**src/design/slr_pkg.sv**
```systemverilog
// ----------------------------------------------------------------------------
// slr_pkg
// Shared types and constants for the sound lump resampler.
// ----------------------------------------------------------------------------
package slr_pkg;

    // Divider operand width: count (32 bits) times mixer rate (18 bits)
    localparam int DIV_W  = 50;
    localparam int STEP_W = 40;
    localparam int CNT_W  = 32;
    localparam int RATE_W = 16;
    localparam int MIX_W  = 18;

    localparam logic [7:0]        HDR_FMT_LO     = 8'h03;
    localparam logic [7:0]        HDR_FMT_HI     = 8'h00;
    localparam logic [31:0]       HDR_LEN        = 32'd8;
    localparam logic [15:0]       SAMPLE_BIAS    = 16'h8000;
    localparam logic [MIX_W-1:0]  MIXER_RATE_RST = 18'd44100;

    // Register index, taken from paddr[2]
    localparam logic REG_MIXER_RATE = 1'b0;
    localparam logic REG_LUMP_BYTES = 1'b1;

    localparam logic [1:0] STAT_SAMPLE  = 2'd0;
    localparam logic [1:0] STAT_BAD_HDR = 2'd1;
    localparam logic [1:0] STAT_RATIO   = 2'd2;

    typedef enum logic [1:0] {
        MODE_HEADER = 2'd0,
        MODE_STREAM = 2'd1,
        MODE_IDLE   = 2'd2
    } mode_t;

    typedef enum logic [7:0] {
        ST_WAIT  = 8'b00000001,
        ST_CHECK = 8'b00000010,
        ST_DIV1  = 8'b00000100,
        ST_TOT   = 8'b00001000,
        ST_DIV2  = 8'b00010000,
        ST_RAT   = 8'b00100000,
        ST_EMIT  = 8'b01000000,
        ST_ERR   = 8'b10000000
    } state_t;

endpackage

```
**src/design/sound_lump_resampler.sv**
```systemverilog
// ----------------------------------------------------------------------------
// sound_lump_resampler
// Parses a sound lump header and converts 8-bit unsigned samples to stereo
// signed 16-bit samples at the mixer rate by nearest-neighbor selection.
// ----------------------------------------------------------------------------
// Sequence: an accepted header byte 7 is followed by the header checks, then
//   two passes through the shared divider, one for the output total and one
//   for the step.
// Throughput: a sample byte is not accepted before all its outputs are sent,
//   one output per cycle while the output side takes them.
// Reset: mixer_rate = 44100, lump_bytes = 0, parser waits for header byte 0.
// ----------------------------------------------------------------------------
module sound_lump_resampler #(
    parameter int unsigned MAX_OUT_PER_BYTE = 64
) (
    input  logic        clk,
    input  logic        rst_n,
    // configuration
    input  logic        psel,
    input  logic        penable,
    input  logic        pwrite,
    input  logic [2:0]  paddr,
    input  logic [31:0] pwdata,
    output logic [31:0] prdata,
    output logic        pready,
    // input stream
    input  logic        s_tvalid,
    output logic        s_tready,
    input  logic [7:0]  s_tdata,   // [7:0] data_byte
    input  logic [0:0]  s_tuser,   // [0] first_byte
    // output stream
    output logic        m_tvalid,
    input  logic        m_tready,
    output logic [31:0] m_tdata,   // [15:0] left_sample, [31:16] right_sample
    output logic [2:0]  m_tuser,   // [1:0] status, [2] sound_end
    output logic        m_tlast    // run_last
);
    import slr_pkg::*;

    localparam int N_W      = $clog2(MAX_OUT_PER_BYTE + 1);
    localparam int STEP_MIN = (256 + MAX_OUT_PER_BYTE - 1) / MAX_OUT_PER_BYTE;

    // configuration registers
    logic [MIX_W-1:0] mixer_rate_reg;
    logic [31:0]      lump_bytes_reg;
    logic             cfg_wr;

    assign pready = 1'b1;
    assign cfg_wr = psel && penable && pwrite;

    always_ff @(posedge clk or negedge rst_n)
    begin
        if (!rst_n)
        begin
            mixer_rate_reg <= MIXER_RATE_RST;
            lump_bytes_reg <= '0;
        end
        else if (cfg_wr)
        begin
            if (paddr[2] == REG_MIXER_RATE)
                mixer_rate_reg <= pwdata[MIX_W-1:0];
            else
                lump_bytes_reg <= pwdata;
        end
    end

    always_comb
    begin
        if (paddr[2] == REG_LUMP_BYTES)
            prdata = lump_bytes_reg;
        else
            prdata = {{(32-MIX_W){1'b0}}, mixer_rate_reg};
    end

    // control and datapath state
    state_t              state_reg,   state_next;
    mode_t               mode_reg,    mode_next;
    logic [2:0]          pos_reg,     pos_next;
    logic [RATE_W-1:0]   rate_reg,    rate_next;
    logic [CNT_W-1:0]    count_reg,   count_next;
    logic [CNT_W-1:0]    sidx_reg,    sidx_next;
    logic [DIV_W-1:0]    oidx_reg,    oidx_next;
    logic [DIV_W-1:0]    total_reg,   total_next;
    logic [STEP_W-1:0]   step_reg,    step_next;
    logic [STEP_W-1:0]   acc_reg,     acc_next;
    logic [N_W-1:0]      n_reg,       n_next;
    logic [7:0]          byte_reg,    byte_next;
    logic [1:0]          err_reg,     err_next;

    // output register
    logic                ov_reg,      ov_next;
    logic [15:0]         osmp_reg,    osmp_next;
    logic [1:0]          ostat_reg,   ostat_next;
    logic                olast_reg,   olast_next;
    logic                oend_reg,    oend_next;

    // shared divider
    logic                div_start;
    logic [DIV_W-1:0]    div_numer;
    logic [DIV_W-1:0]    div_denom;
    logic                div_done;
    logic [DIV_W-1:0]    div_quot;

    slr_div u_div (
        .clk   (clk),
        .rst_n (rst_n),
        .start (div_start),
        .numer (div_numer),
        .denom (div_denom),
        .done  (div_done),
        .quot  (div_quot)
    );

    // helpers
    mode_t               mode_eff;
    logic [2:0]          pos_eff;
    logic [7:0]          in_byte;
    logic                out_free;
    logic [DIV_W-1:0]    product;
    logic [31:0]         lump_m8;
    logic                hdr_bad;
    logic [STEP_W-1:0]   acc_sum;
    logic [DIV_W-1:0]    oidx_inc;
    logic [N_W-1:0]      n_inc;
    logic                emit_now;
    logic                emit_more;
    logic                src_done;
    logic [15:0]         widened;

    assign in_byte   = s_tdata;
    assign out_free  = !ov_reg || m_tready;
    assign product   = DIV_W'(count_reg) * DIV_W'(mixer_rate_reg);
    assign lump_m8   = lump_bytes_reg - HDR_LEN;
    assign hdr_bad   = (lump_bytes_reg < HDR_LEN) || (count_reg > lump_m8)
                       || (rate_reg == '0);
    assign acc_sum   = acc_reg + step_reg;
    assign oidx_inc  = oidx_reg + 1'b1;
    assign n_inc     = n_reg + 1'b1;
    assign emit_now  = (n_reg < N_W'(MAX_OUT_PER_BYTE)) && (oidx_reg < total_reg)
                       && (acc_reg[STEP_W-1:8] == sidx_reg);
    assign emit_more = (n_inc < N_W'(MAX_OUT_PER_BYTE)) && (oidx_inc < total_reg)
                       && (acc_sum[STEP_W-1:8] == sidx_reg);
    assign src_done  = ({1'b0, sidx_reg} + 33'd1) >= {1'b0, count_reg};
    assign widened   = {byte_reg, byte_reg} ^ SAMPLE_BIAS;

    always_comb
    begin
        state_next = state_reg;
        mode_next  = mode_reg;
        pos_next   = pos_reg;
        rate_next  = rate_reg;
        count_next = count_reg;
        sidx_next  = sidx_reg;
        oidx_next  = oidx_reg;
        total_next = total_reg;
        step_next  = step_reg;
        acc_next   = acc_reg;
        n_next     = n_reg;
        byte_next  = byte_reg;
        err_next   = err_reg;
        ov_next    = ov_reg && !m_tready;
        osmp_next  = osmp_reg;
        ostat_next = ostat_reg;
        olast_next = olast_reg;
        oend_next  = oend_reg;
        div_start  = 1'b0;
        div_numer  = product;
        div_denom  = DIV_W'(rate_reg);
        mode_eff   = s_tuser[0] ? MODE_HEADER : mode_reg;
        pos_eff    = s_tuser[0] ? 3'd0 : pos_reg;
        s_tready   = (state_reg == ST_WAIT);

        case (state_reg)
            ST_WAIT:
            begin
                if (s_tvalid)
                begin
                    mode_next = mode_eff;
                    pos_next  = pos_eff;
                    case (mode_eff)
                        MODE_HEADER:
                        begin
                            pos_next = pos_eff + 1'b1;
                            case (pos_eff)
                                3'd0:
                                begin
                                    if (lump_bytes_reg < HDR_LEN || in_byte != HDR_FMT_LO)
                                    begin
                                        err_next   = STAT_BAD_HDR;
                                        mode_next  = MODE_IDLE;
                                        state_next = ST_ERR;
                                    end
                                end
                                3'd1:
                                begin
                                    if (in_byte != HDR_FMT_HI)
                                    begin
                                        err_next   = STAT_BAD_HDR;
                                        mode_next  = MODE_IDLE;
                                        state_next = ST_ERR;
                                    end
                                end
                                3'd2: rate_next[7:0]    = in_byte;
                                3'd3: rate_next[15:8]   = in_byte;
                                3'd4: count_next[7:0]   = in_byte;
                                3'd5: count_next[15:8]  = in_byte;
                                3'd6: count_next[23:16] = in_byte;
                                3'd7:
                                begin
                                    count_next[31:24] = in_byte;
                                    state_next        = ST_CHECK;
                                end
                                default: pos_next = pos_eff;
                            endcase
                        end
                        MODE_STREAM:
                        begin
                            byte_next  = in_byte;
                            n_next     = '0;
                            state_next = ST_EMIT;
                        end
                        default: ;
                    endcase
                end
            end
            ST_CHECK:
            begin
                if (hdr_bad)
                begin
                    err_next   = STAT_BAD_HDR;
                    mode_next  = MODE_IDLE;
                    state_next = ST_ERR;
                end
                else
                begin
                    // out_total = count * mixer_rate / rate
                    div_start  = 1'b1;
                    state_next = ST_DIV1;
                end
            end
            ST_DIV1:
            begin
                if (div_done)
                begin
                    total_next = div_quot;
                    state_next = ST_TOT;
                end
            end
            ST_TOT:
            begin
                if (total_reg == '0)
                begin
                    mode_next  = MODE_IDLE;
                    state_next = ST_WAIT;
                end
                else
                begin
                    // step = (count << 8) / out_total
                    div_start  = 1'b1;
                    div_numer  = DIV_W'({count_reg, 8'h00});
                    div_denom  = total_reg;
                    state_next = ST_DIV2;
                end
            end
            ST_DIV2:
            begin
                if (div_done)
                begin
                    step_next  = div_quot[STEP_W-1:0];
                    state_next = ST_RAT;
                end
            end
            ST_RAT:
            begin
                if (step_reg < STEP_W'(STEP_MIN))
                begin
                    err_next   = STAT_RATIO;
                    mode_next  = MODE_IDLE;
                    state_next = ST_ERR;
                end
                else
                begin
                    sidx_next  = '0;
                    oidx_next  = '0;
                    acc_next   = '0;
                    mode_next  = MODE_STREAM;
                    state_next = ST_WAIT;
                end
            end
            ST_EMIT:
            begin
                if (emit_now)
                begin
                    if (out_free)
                    begin
                        ov_next    = 1'b1;
                        osmp_next  = widened;
                        ostat_next = STAT_SAMPLE;
                        olast_next = !emit_more;
                        oend_next  = (oidx_inc == total_reg);
                        oidx_next  = oidx_inc;
                        acc_next   = acc_sum;
                        n_next     = n_inc;
                        if (!emit_more)
                        begin
                            sidx_next  = sidx_reg + 1'b1;
                            state_next = ST_WAIT;
                            if (src_done || oidx_inc >= total_reg)
                                mode_next = MODE_IDLE;
                        end
                    end
                end
                else
                begin
                    // byte selects no output
                    sidx_next  = sidx_reg + 1'b1;
                    state_next = ST_WAIT;
                    if (src_done || oidx_reg >= total_reg)
                        mode_next = MODE_IDLE;
                end
            end
            ST_ERR:
            begin
                if (out_free)
                begin
                    ov_next    = 1'b1;
                    osmp_next  = '0;
                    ostat_next = err_reg;
                    olast_next = 1'b1;
                    oend_next  = 1'b0;
                    state_next = ST_WAIT;
                end
            end
            default: state_next = ST_WAIT;
        endcase
    end

    always_ff @(posedge clk or negedge rst_n)
    begin
        if (!rst_n)
        begin
            state_reg <= ST_WAIT;
            mode_reg  <= MODE_HEADER;
            pos_reg   <= '0;
            ov_reg    <= 1'b0;
        end
        else
        begin
            state_reg <= state_next;
            mode_reg  <= mode_next;
            pos_reg   <= pos_next;
            ov_reg    <= ov_next;
        end
    end

    always_ff @(posedge clk)
    begin
        rate_reg  <= rate_next;
        count_reg <= count_next;
        sidx_reg  <= sidx_next;
        oidx_reg  <= oidx_next;
        total_reg <= total_next;
        step_reg  <= step_next;
        acc_reg   <= acc_next;
        n_reg     <= n_next;
        byte_reg  <= byte_next;
        err_reg   <= err_next;
        osmp_reg  <= osmp_next;
        ostat_reg <= ostat_next;
        olast_reg <= olast_next;
        oend_reg  <= oend_next;
    end

    assign m_tvalid = ov_reg;
    assign m_tdata  = {osmp_reg, osmp_reg};
    assign m_tuser  = {oend_reg, ostat_reg};
    assign m_tlast  = olast_reg;

endmodule

```
**src/design/slr_div.sv**
```systemverilog
// ----------------------------------------------------------------------------
// slr_div
// Restoring divider, one quotient bit per cycle; a start while busy restarts it.
// ----------------------------------------------------------------------------
module slr_div (
    input  logic                      clk,
    input  logic                      rst_n,
    input  logic                      start,
    input  logic [slr_pkg::DIV_W-1:0] numer,
    input  logic [slr_pkg::DIV_W-1:0] denom,
    output logic                      done,
    output logic [slr_pkg::DIV_W-1:0] quot
);
    import slr_pkg::*;

    localparam int ITER_W = $clog2(DIV_W + 1);

    logic [DIV_W-1:0]  quot_reg,  quot_next;
    logic [DIV_W-1:0]  rem_reg,   rem_next;
    logic [DIV_W-1:0]  den_reg,   den_next;
    logic [ITER_W-1:0] iter_reg,  iter_next;
    logic              busy_reg,  busy_next;
    logic              done_reg,  done_next;

    logic [DIV_W:0] trial;
    logic [DIV_W:0] diff;
    logic           fits;

    assign trial = {rem_reg, quot_reg[DIV_W-1]};
    assign diff  = trial - {1'b0, den_reg};
    assign fits  = (trial >= {1'b0, den_reg});

    always_comb
    begin
        quot_next = quot_reg;
        rem_next  = rem_reg;
        den_next  = den_reg;
        iter_next = iter_reg;
        busy_next = busy_reg;
        done_next = 1'b0;
        if (start)
        begin
            quot_next = numer;
            rem_next  = '0;
            den_next  = denom;
            iter_next = ITER_W'(DIV_W);
            busy_next = 1'b1;
        end
        else if (busy_reg)
        begin
            // shift in one numerator bit, subtract when the divisor fits
            rem_next  = fits ? diff[DIV_W-1:0] : trial[DIV_W-1:0];
            quot_next = {quot_reg[DIV_W-2:0], fits};
            iter_next = iter_reg - 1'b1;
            if (iter_reg == ITER_W'(1))
            begin
                busy_next = 1'b0;
                done_next = 1'b1;
            end
        end
    end

    always_ff @(posedge clk or negedge rst_n)
    begin
        if (!rst_n)
        begin
            busy_reg <= 1'b0;
            done_reg <= 1'b0;
            iter_reg <= '0;
        end
        else
        begin
            busy_reg <= busy_next;
            done_reg <= done_next;
            iter_reg <= iter_next;
        end
    end

    always_ff @(posedge clk)
    begin
        quot_reg <= quot_next;
        rem_reg  <= rem_next;
        den_reg  <= den_next;
    end

    assign done = done_reg;
    assign quot = quot_reg;

endmodule
```
**config.mk**
```make
export PLATFORM = sky130hd
export DESIGN_NAME = sound_lump_resampler
export DESIGN_NICKNAME = d
export VERILOG_FILES = /design/src/design/slr_pkg.sv /design/src/design/sound_lump_resampler.sv /design/src/design/slr_div.sv
export SDC_FILE = /design/constraint.sdc
export NUM_CORES = 2
export LEC_CHECK = 0
export ABC_AREA = 0
export BUFFER_PORTS_ARGS = -buffer_cell sky130_fd_sc_hd__clkbuf_2
export CORE_MARGIN = 2
export CORE_UTILIZATION = 43
export DETAILED_ROUTE_END_ITERATION = 12
export PLACE_DENSITY = 0.66
export SYNTH_ARGS = -nofsm -noshare
export SYNTH_HDL_FRONTEND = slang
export SYNTH_SLANG_ARGS = --single-unit
```
**constraint.sdc**
```tcl
create_clock -name clk -period 10.5 [get_ports clk]
set_input_delay 0.525 -clock clk [delete_from_list [all_inputs] [get_ports clk]]
set_output_delay 0.525 -clock clk [all_outputs]
set_load 0.005 [all_outputs]
```
==> results.txt <==
----------------------------------------------------
[Status]
  Status ... finished, final reports clean

[Timing]
  Final min period ... 8.15 ns
  Slew Limit Headroom ... 0.129
  Total negative slack ... 0 ns
  Final Hold Fails ... 0
  Transition time of the tightest slew-check pin ... 1.31 ns
  Setup repair after global routing missed its margin ... false
  Final setup viols ... 0
  Achievable Freq ... 123 MHz
  Final setup skew ... 0.0527 ns
  Hold Slack ... 0.0730 ns
  Count of final max-slew check failures ... 0
  Final clock period utilization by the worst path ... 0.776

[Synth]
  YS warnings ... 0
  Count of flip-flops with a built-in enable after synthesis ... 390
  Post-synthesis cell count ... 5318
  Compound-cell area share of the yosys netlist ... 0.105
  Fraction of the mapped netlist area in adder cells ... 0.288
  Count of unique library cells instantiated by Yosys ... 97
  Flip-flop and latch count after synthesis ... 512
  Parity-gate share of the synthesized area counting xor and xnor cells ... 0.0535
  Average cell area after synthesis ... 9.47 µm²
  Primary FF master, synth ... edfxtp_1
  Share of synthesized cell area in and, or, nand and nor gates ... 0.165
  Post-synthesis sequential area ratio ... 0.288
  Main combinational cell family by area after synthesis ... adder cells
  Post-synthesis instance area ... 50400 µm²
  Mux cell area share after synthesis ... 0.0191
  Async S/R FF share, synth ... 0.141
  Synthesized netlist net count ... 6240

[Clock tree]
  Worst skew pair latency ... 0.65 ns
  TritonCTS clock tree ... built
  Deepest level of the CTS H-tree ... 2
  Sinks on the clock net ... 512
  Post-cts hold buffer count ... 0
  Clock-pin slew reported for the worst setup and hold paths after clock tree synthesis ... 0.06 ns
  Root cell of the clock tree ... clkbuf_16
  Resize count post-CTS ... 0
  Total clock buffers created by CTS ... 59
  Number of buffers between clock root and the deepest sink ... 3
  Setup Fix Bufs, Post-CTS ... 0

[Critical path]
  Worst-path cell chain ... nand2_1 -> fa_1 -> fa_1 -> fa_1 -> fa_1 -> inv_1 -> fa_1 -> inv_1 -> fa_1 -> inv_1 -> ha_1 -> a21o_1 -> a21o_1 -> a21o_1 -> a22oi_1 -> o221ai_1 -> a221oi_1 -> a21oi_1 -> a31oi_1 -> o31ai_1 -> a21oi_1 -> xor2_1 -> o21ai_0
  Required time at the worst-slack endpoint ... 10.85 ns
  Worst Setup Start Kind ... flop
  Classification of the worst setup path ... flop to flop
  WP buf/inv ... 3
  Sort of element at the end of the critical path ... flop
  Slowest cell on the critical path ... edfxtp_1
  Crit-path max cell delay ... 1.12 ns
  Critical path peak fanout ... 20
  Data arrival at the endpoint of the critical path ... 8.50 ns
  Top cell family by delay on the critical path ... adder cells
  Most frequent cell on the critical path ... fa_1
  R2r setup slk ... 2.35 ns

[Floorplan]
  Core Region ... 116000 µm²
  Count of boundary I/O pins ... 122
  Starting density of the core ... 0.433
  Vert. Die Dim ... 346 µm
  Die Footprint ... 120000 µm²
  Cell Rows ... 125
  Die Width ... 346 µm

[Global routing]
  Overall routing resource usage ... 0.233
  Number of antenna violations at the first check in global routing ... 1
  Number of global-route vias before repair ... 39000
  Wire length of the first global-routing pass ... 221 mm
  Overflow left after global routing ... 0
  Maximum number of pins on one net before global-route repair ... 86

[Route]
  Antenna Nets Post-Route ... 0
  Wire length after detailed routing ... 139 mm
  Drt drc ... 0
  Count of TritonRoute iterations in the first routing pass ... 5
  Via-per-instance ratio ... 5.60
  Via count ... 38300
  Number of DRC markers after the initial detailed-route iteration ... 3007
  Routed WL per cell ... 20.4 µm

[Final layout]
  Multi-input logic area ... 31800 µm²
  Layout fillers ... 11000
  Layout-stage area growth over the synthesis result ... 7.44%
  Antenna diodes ... 0
  Fraction of final layout cells sized beyond drive strength 1 ... 0.0739
  Flip-flop and latch area ... 14500 µm²
  Number of nets in the finished design ... 6188

[Run]
  Maxcap violations ... 0

[Placed design]
  Quantity of I/O buffers inserted on ports ... 118
  DP Wirelength ... 105 mm
  Global placer's final weighted congestion ... 0.958

[Hold path]
  HP Class ... input pin to async pin

----------------------------------------------------
==> per-stage QoR <==
step                 util  area, µm²  worst slack [ns]  instances
floorplan               -      50400              1.18       5318
global placement    0.449      52100              2.36       6729
detailed placement  0.449      52100              2.34       6729
CTS                 0.466      54100              2.35       6839
global route        0.466      54100              1.86       6839
finish              0.466      54100              2.35       6839
==> worst register-to-register path, delay by kind of cell, from the launching register on <==
kind | cells | cell delay (ns)
simple gates | 1 | 0.17
flops | 1 | 1.12
compound gates | 11 | 2.85
buf+inv | 3 | 0.15
fa+ha+maj | 7 | 3.37
xor+xnor | 1 | 0.21
==> kinds of logic after synthesis <==
logic type,count (synthesis)
compound gates,828
xor+xnor,296
fa+ha+maj,871
buf+inv,1050
flops,512
mux,87
other cells,1
simple gates,1673
==> synthesized netlist by cell type, types with 9 or more instances <==
| cell | number | area share |
|---|---|---|
| a211oi_1 | 30 | 0.0045 |
| a21o_1 | 112 | 0.017 |
| a21oi_1 | 240 | 0.024 |
| a221oi_1 | 11 | 0.0019 |
| a22oi_1 | 27 | 0.0040 |
| a31oi_1 | 25 | 0.0031 |
| a41oi_1 | 9 | 0.0016 |
| and2_1 | 247 | 0.031 |
| and3_1 | 43 | 0.0053 |
| and4_1 | 12 | 0.0021 |
| buf_2 | 9 | 0.00089 |
| buf_4 | 25 | 0.0037 |
| clkbuf_1 | 240 | 0.018 |
| dfrtp_1 | 65 | 0.032 |
| dfxtp_1 | 50 | 0.020 |
| edfxtp_1 | 390 | 0.23 |
| fa_1 | 482 | 0.19 |
| ha_1 | 389 | 0.097 |
| inv_1 | 767 | 0.057 |
| mux2_2 | 71 | 0.016 |
| mux2i_1 | 15 | 0.0030 |
| nand2_1 | 572 | 0.043 |
| nand2b_1 | 24 | 0.0030 |
| nand3_1 | 105 | 0.010 |
| nand3b_1 | 12 | 0.0018 |
| nand4_1 | 85 | 0.011 |
| nor2_1 | 270 | 0.020 |
| nor2b_1 | 121 | 0.015 |
| nor3_1 | 61 | 0.0061 |
| nor3b_1 | 12 | 0.0018 |
| nor4_1 | 50 | 0.0062 |
| o211ai_1 | 16 | 0.0024 |
| o21a_1 | 23 | 0.0034 |
| o21ai_0 | 191 | 0.019 |
| o21bai_1 | 24 | 0.0036 |
| o221ai_1 | 16 | 0.0028 |
| o31ai_1 | 9 | 0.0013 |
| or2_2 | 13 | 0.0016 |
| or3_1 | 16 | 0.0020 |
| xnor2_1 | 173 | 0.030 |
| xor2_1 | 116 | 0.020 |
==> routing by layer <==
| layer | global-route usage | vias up | wire [µm] |
|---|---|---|---|
| met4 | 0.0874 | 0 | 5740 |
| met2 | 0.392 | 1288 | 66500 |
| li1 | - | 17600 | - |
| met3 | 0.0290 | 297 | 9290 |
| met1 | 0.306 | 19100 | 57800 |
| met5 | 0 | - | 0 |
==> worst paths after layout <==
| check | start | endpoint | cells after the start |
|---|---|---|---|
| worst max-delay path | count_reg[10] | u_div.quot[48] | 23 |
| worst min-delay path | rst_n | mixer_rate_reg[12] | 1 |
| worst max register to register | count_reg[10] | u_div.quot[48] | 23 |
| worst min register to register | u_div.quot[3] | total_reg[3] | 0 |
| max in group asynchronous | rst_n | u_div.busy_reg | 1 |
| min in group clk | pwdata[21] | lump_bytes_reg[21] | 2 |
==> cell type report <==
cell class	instances	share of cell area
multi-input combinational	3756	0.589
timing repair buffer	167	0.0178
sequential	512	0.268
clock inverter	43	0.00853
inverter	770	0.0534
tap	1524	0.0352
clock buffer	67	0.0280
==> cell usage in the layout, fill, tap and decap left out, types with 50 or more instances in the layout <==
| cell | count |
|---|---|
| inv_1 | 766 |
| nand2_1 | 572 |
| fa_1 | 482 |
| edfxtp_1 | 390 |
| ha_1 | 389 |
| nor2_1 | 267 |
| and2_1 | 247 |
| a21oi_1 | 238 |
| o21ai_0 | 190 |
| xnor2_1 | 173 |
| nor2b_1 | 121 |
| clkbuf_2 | 117 |
| xor2_1 | 116 |
| a21o_1 | 112 |
| nand3_1 | 105 |
| nand4_1 | 85 |
| mux2_2 | 71 |
| nor3_1 | 61 |
| dfrtp_1 | 61 |
| clkbuf_16 | 59 |
| nor4_1 | 50 |
| buf_4 | 50 |
| dfxtp_1 | 50 |
Power is left out: the tool's default activity adds up to more than one toggle a clock period on the data nets, which glitch-free logic cannot reach.
